File: src/rtl/fma64_pkg.sv
`default_nettype none
package fma64_pkg;

	localparam int FRAC_W    = 52;
	localparam int MAN_W     = 53;
	localparam int EXP_W     = 11;
	localparam int WORD_W    = 64;
	// Sum window: addend above the product, two spare bits and a sticky bit below it.
	// The spare bits keep the guard clear of the sticky bit when a subnormal factor
	// leaves the product short.
	localparam int WIN_W     = 166;
	localparam int CHUNK_W   = 16;
	localparam int N_CHUNK   = (WIN_W + CHUNK_W - 1) / CHUNK_W;
	localparam int PAD_W     = N_CHUNK * CHUNK_W - WIN_W;
	localparam int CHUNK_LZ_W = $clog2(CHUNK_W);
	localparam int CHUNK_SEL_W = $clog2(N_CHUNK);

	localparam logic [EXP_W-1:0]  EXP_ALL_ONES = 11'h7ff;
	localparam logic [WORD_W-1:0] QNAN_BITS    = 64'h7ff8_0000_0000_0000;
	localparam logic [WORD_W-1:0] INF_BITS     = 64'h7ff0_0000_0000_0000;

	typedef struct packed {
		logic                  nonzero;
		logic [CHUNK_LZ_W-1:0] lz;
	} chunk_cnt_t;

endpackage
`default_nettype wire

File: src/rtl/fma64_chunk_lzc.sv
`default_nettype none
module fma64_chunk_lzc (
	input  logic [fma64_pkg::WIN_W-1:0] mag,
	output fma64_pkg::chunk_cnt_t       cnt [fma64_pkg::N_CHUNK]
);
	import fma64_pkg::*;

	logic [N_CHUNK*CHUNK_W-1:0] padded;
	logic [CHUNK_W-1:0]         seg;

	assign padded = {{PAD_W{1'b0}}, mag};

	// Leading-zero count inside each chunk; the highest set bit wins.
	always_comb begin
		for (int j = 0; j < N_CHUNK; j++) begin
			seg = padded[j*CHUNK_W +: CHUNK_W];
			cnt[j].nonzero = |seg;
			cnt[j].lz = '0;
			for (int i = 0; i < CHUNK_W; i++) begin
				if (seg[i]) begin
					cnt[j].lz = CHUNK_LZ_W'(CHUNK_W - 1 - i);
				end
			end
		end
	end

endmodule
`default_nettype wire

File: config.mk
export PLATFORM = sky130hd
export DESIGN_NAME = fma64_chunk_lzc
export DESIGN_NICKNAME = d
export VERILOG_FILES = /design/src/rtl/fma64_pkg.sv /design/src/rtl/fma64_chunk_lzc.sv
export SDC_FILE = /design/constraint.sdc
export NUM_CORES = 1
export LEC_CHECK = 0
export BUFFER_PORTS_ARGS = -buffer_cell sky130_fd_sc_hd__buf_2
export CORE_AREA = 4 4 84 86
export DETAILED_ROUTE_END_ITERATION = 16
export DIE_AREA = 0 0 88 90
export PLACE_DENSITY = 0.71
export SYNTH_ARGS = -nofsm -noshare
export SYNTH_HDL_FRONTEND = slang
export SYNTH_SLANG_ARGS = --single-unit
File: constraint.sdc
create_clock -name vclk -period 2.01
set_input_delay 0.201 -clock vclk [all_inputs]
set_output_delay 0.201 -clock vclk [all_outputs]
set_load 0.05 [all_outputs]
==> impl_metrics.xml <==
<?xml version="1.0" encoding="UTF-8"?>
<metrics>
  <group name="status">
    <metric name="status" unit="">finished clean</metric>
  </group>
  <group name="worst_hold_path">
    <metric name="min_from" unit="">mag[164]</metric>
    <metric name="hold_path_end" unit="">cnt[2]</metric>
    <metric name="min_delay_path_depth" unit="">3</metric>
    <metric name="timing.hold.worst.class" unit="">in -&gt; out</metric>
  </group>
  <group name="synth">
    <metric name="synth.most_common_cell" unit="">sky130_fd_sc_hd__nor2_1</metric>
    <metric name="postSynthAreaPerCell" unit="µm²">5.07</metric>
    <metric name="mappedNetlistNets" unit="">507</metric>
    <metric name="synth_commonest_cells" unit="">sky130_fd_sc_hd__nor2_1, sky130_fd_sc_hd__nand2_1, sky130_fd_sc_hd__inv_1</metric>
    <metric name="synthTopCellsByArea" unit="">sky130_fd_sc_hd__nor2_1, sky130_fd_sc_hd__nand2_1, sky130_fd_sc_hd__a21oi_1</metric>
    <metric name="count_of_yosys_warnings_during_synthesis" unit="">0</metric>
    <metric name="postSynthCellCount" unit="">341</metric>
    <metric name="yosysSeqAreaShare" unit="">0</metric>
    <metric name="synth_area_leader_cell" unit="">sky130_fd_sc_hd__nor2_1</metric>
    <metric name="post_synth_instance_area" unit="mm²">0.00173</metric>
    <metric name="synth.distinct_cells" unit="">21</metric>
    <metric name="yosys.area.top_type_share" unit="">0.174</metric>
  </group>
  <group name="cells_and_area">
    <metric name="nNetsFinal" unit="">730</metric>
    <metric name="area.growth.synth_to_final" unit="%">69.6</metric>
    <metric name="clock_buffers" unit="">0</metric>
    <metric name="sequential_cell_total" unit="">0</metric>
    <metric name="final_layout_size_suffix_gt1_frac" unit="">0.404</metric>
    <metric name="seq_area" unit="µm²">0</metric>
    <metric name="final_standard_cell_count_with_taps_included_and_fillers_excluded" unit="">640</metric>
  </group>
  <group name="power_and_ir_drop">
    <metric name="power.share.sequential" unit="">0</metric>
    <metric name="clock_network_power_share" unit="">0</metric>
    <metric name="p_leak" unit="µW">0.00155</metric>
    <metric name="internal_power" unit="µW">227</metric>
    <metric name="netSwitchingPower" unit="µW">392</metric>
    <metric name="powerDensity" unit="mW/mm²">211</metric>
    <metric name="switching_share_of_total_power" unit="">0.633</metric>
    <metric name="vdd.ir_drop.worst" unit="mV">0.128</metric>
    <metric name="combPwrFrac" unit="">1.000</metric>
  </group>
  <group name="critical_path">
    <metric name="crit_path_start_kind" unit="">input pin</metric>
    <metric name="endpoint_kind" unit="">primary output</metric>
    <metric name="crit_path_max_fanout" unit="">3</metric>
    <metric name="timing_worst_setup_path_type" unit="">in -&gt; out</metric>
    <metric name="cp.required" unit="ps">1810</metric>
    <metric name="cp.arrival" unit="ps">1310</metric>
  </group>
  <group name="timing">
    <metric name="final_period_minus_worst_setup_slack" unit="ps">1510</metric>
    <metric name="grt_setup_unrepaired" unit="">no</metric>
    <metric name="drv_slew" unit="">0</metric>
    <metric name="report.final.setup_viol" unit="">0</metric>
    <metric name="report.final.hold_viol_count" unit="">0</metric>
    <metric name="worst_max_slew_margin_expressed_relative_to_the_limit" unit="">0.700</metric>
    <metric name="timing_worst_slew_pin_value" unit="ps">446</metric>
    <metric name="final_min_period_over_clock_period" unit="">0.754</metric>
    <metric name="setup_total_negative_slack" unit="ps">0</metric>
    <metric name="maxClockFrequency" unit="MHz">660</metric>
    <metric name="hold_slack" unit="ps">748</metric>
  </group>
  <group name="global_routing">
    <metric name="number_of_global_route_vias_before_repair" unit="">3062</metric>
    <metric name="gr-usage-all-layers" unit="">0.175</metric>
    <metric name="maximum_number_of_pins_on_one_net_before_global_route_repair" unit="">5</metric>
    <metric name="antenna_found_initial" unit="">3</metric>
    <metric name="wire_length_of_the_first_global_routing_pass" unit="µm">12100</metric>
    <metric name="global_route.overflow_total" unit="">0</metric>
  </group>
  <group name="placed_design">
    <metric name="place_inst" unit="">639</metric>
    <metric name="globalplace.congestion" unit="">0.827</metric>
    <metric name="buffer_ports.inserted" unit="">221</metric>
    <metric name="dp_hpwl" unit="µm">7470</metric>
  </group>
  <group name="die">
    <metric name="core.rowCount" unit="">29</metric>
    <metric name="io_pins" unit="">221</metric>
    <metric name="core-area" unit="mm²">0.00628</metric>
    <metric name="die-width" unit="µm">88</metric>
    <metric name="floorplan.initialDensity" unit="">0.276</metric>
    <metric name="die_span_y" unit="µm">90</metric>
    <metric name="die-area" unit="mm²">0.00792</metric>
  </group>
  <group name="detailed_routing">
    <metric name="drtIter0Drc" unit="">106</metric>
    <metric name="drt_wl_total" unit="µm">8180</metric>
    <metric name="drc" unit="">0</metric>
    <metric name="ant_nets" unit="">0</metric>
    <metric name="route.detailed.wl_per_inst" unit="µm">12.8</metric>
    <metric name="via_count" unit="">3412</metric>
    <metric name="route.detailed.vias_per_inst" unit="">5.33</metric>
    <metric name="detailedRoute.firstPassIterationCount" unit="">5</metric>
  </group>
  <group name="clocking">
    <metric name="buffers_inserted_by_post_cts_timing_repair" unit="">0</metric>
    <metric name="cts_hold_buf" unit="">0</metric>
    <metric name="post_cts.resized_instances" unit="">0</metric>
  </group>
  <group name="job">
    <metric name="max_cap_violations" unit="">0</metric>
  </group>
</metrics>
==> cells in the final DEF, fill, tap and decap left out <==
cell type,n
sky130_fd_sc_hd__o22ai_1,10
sky130_fd_sc_hd__nor3b_1,4
sky130_fd_sc_hd__a21oi_1,28
sky130_fd_sc_hd__nor2_1,80
sky130_fd_sc_hd__diode_2,1
sky130_fd_sc_hd__nand2_1,43
sky130_fd_sc_hd__nor4_2,6
sky130_fd_sc_hd__o21ai_0,27
sky130_fd_sc_hd__a2111oi_0,2
sky130_fd_sc_hd__a31oi_1,16
sky130_fd_sc_hd__and3_1,10
sky130_fd_sc_hd__o31ai_1,11
sky130_fd_sc_hd__a221oi_1,7
sky130_fd_sc_hd__nor4_1,22
sky130_fd_sc_hd__nand4_1,4
sky130_fd_sc_hd__or2b_1,1
sky130_fd_sc_hd__nand2b_1,8
sky130_fd_sc_hd__buf_2,221
sky130_fd_sc_hd__nand3_1,7
sky130_fd_sc_hd__nor3_1,15
sky130_fd_sc_hd__inv_1,33
sky130_fd_sc_hd__o311a_1,1
sky130_fd_sc_hd__or3_1,6
==> routing by layer <==
metal	global-route usage	share of wire
met2	0.349	0.51
met5	0	0.0026
met4	0.0192	0.0075
met3	0.0503	0.14
met1	0.179	0.35
==> worst max-delay path by stage <==
stage | start | to | slack (ps) | cells past startpoint
detailed placement | mag[9] | cnt[54] | 480 | 5
global placement | mag[9] | cnt[54] | 480 | 5
global route | mag[27] | cnt[48] | 370 | 4
CTS | mag[9] | cnt[54] | 480 | 5
floorplan | mag[123] | cnt[18] | 40 | 2
finish | mag[9] | cnt[54] | 500 | 5
==> kinds of logic (layout without fill, tap and decap cells) <==
family          Yosys count  after routing  share of synthesized area
simple gates            206            206                      0.576
compound gates          102            102                      0.352
buf+inv                  33            254                     0.0716
other cells               0              1                          0
==> area by class of cell <==
class / instances / area, µm²
Antenna cell: 1 / 2.50
Fill cell: 650 / 3340
Tap cell: 77 / 96.3
Multi-Input combinational cell: 308 / 1610
Inverter: 33 / 124
Timing Repair Buffer: 221 / 1110
==> metrics by stage <==
| stage | worst slack (ps) | power, µW | utilization | area, µm² |
|---|---|---|---|---|
| global placement | 481 | 606 | 0.467 | 2930 |
| global route | 368 | 675 | 0.468 | 2940 |
| CTS | 478 | 617 | 0.467 | 2930 |
| detailed placement | 478 | 615 | 0.467 | 2930 |
| finish | 495 | 619 | 0.468 | 2940 |
| floorplan | 41.9 | 306 | - | 1730 |
==> power by group through the flow <==
stage | sequential [µW] | clock (µW) | combinational (µW)
2_1_floorplan | 0 | 0 | 306
3_3_place_gp | 0 | 0 | 606
3_5_place_dp | 0 | 0 | 615
4_1_cts | 0 | 0 | 617
5_1_grt | 0 | 0.0000665 | 675
6_report | 0 | 0.0000665 | 619
==> critical path: stages <==
cell and delay [ps]:
sky130_fd_sc_hd__buf_2 110, sky130_fd_sc_hd__nor4_2 320, sky130_fd_sc_hd__nand3_1 130, sky130_fd_sc_hd__or3_1 320, sky130_fd_sc_hd__buf_2 220
No activity file was read; power rests on OpenSTA's default activity.
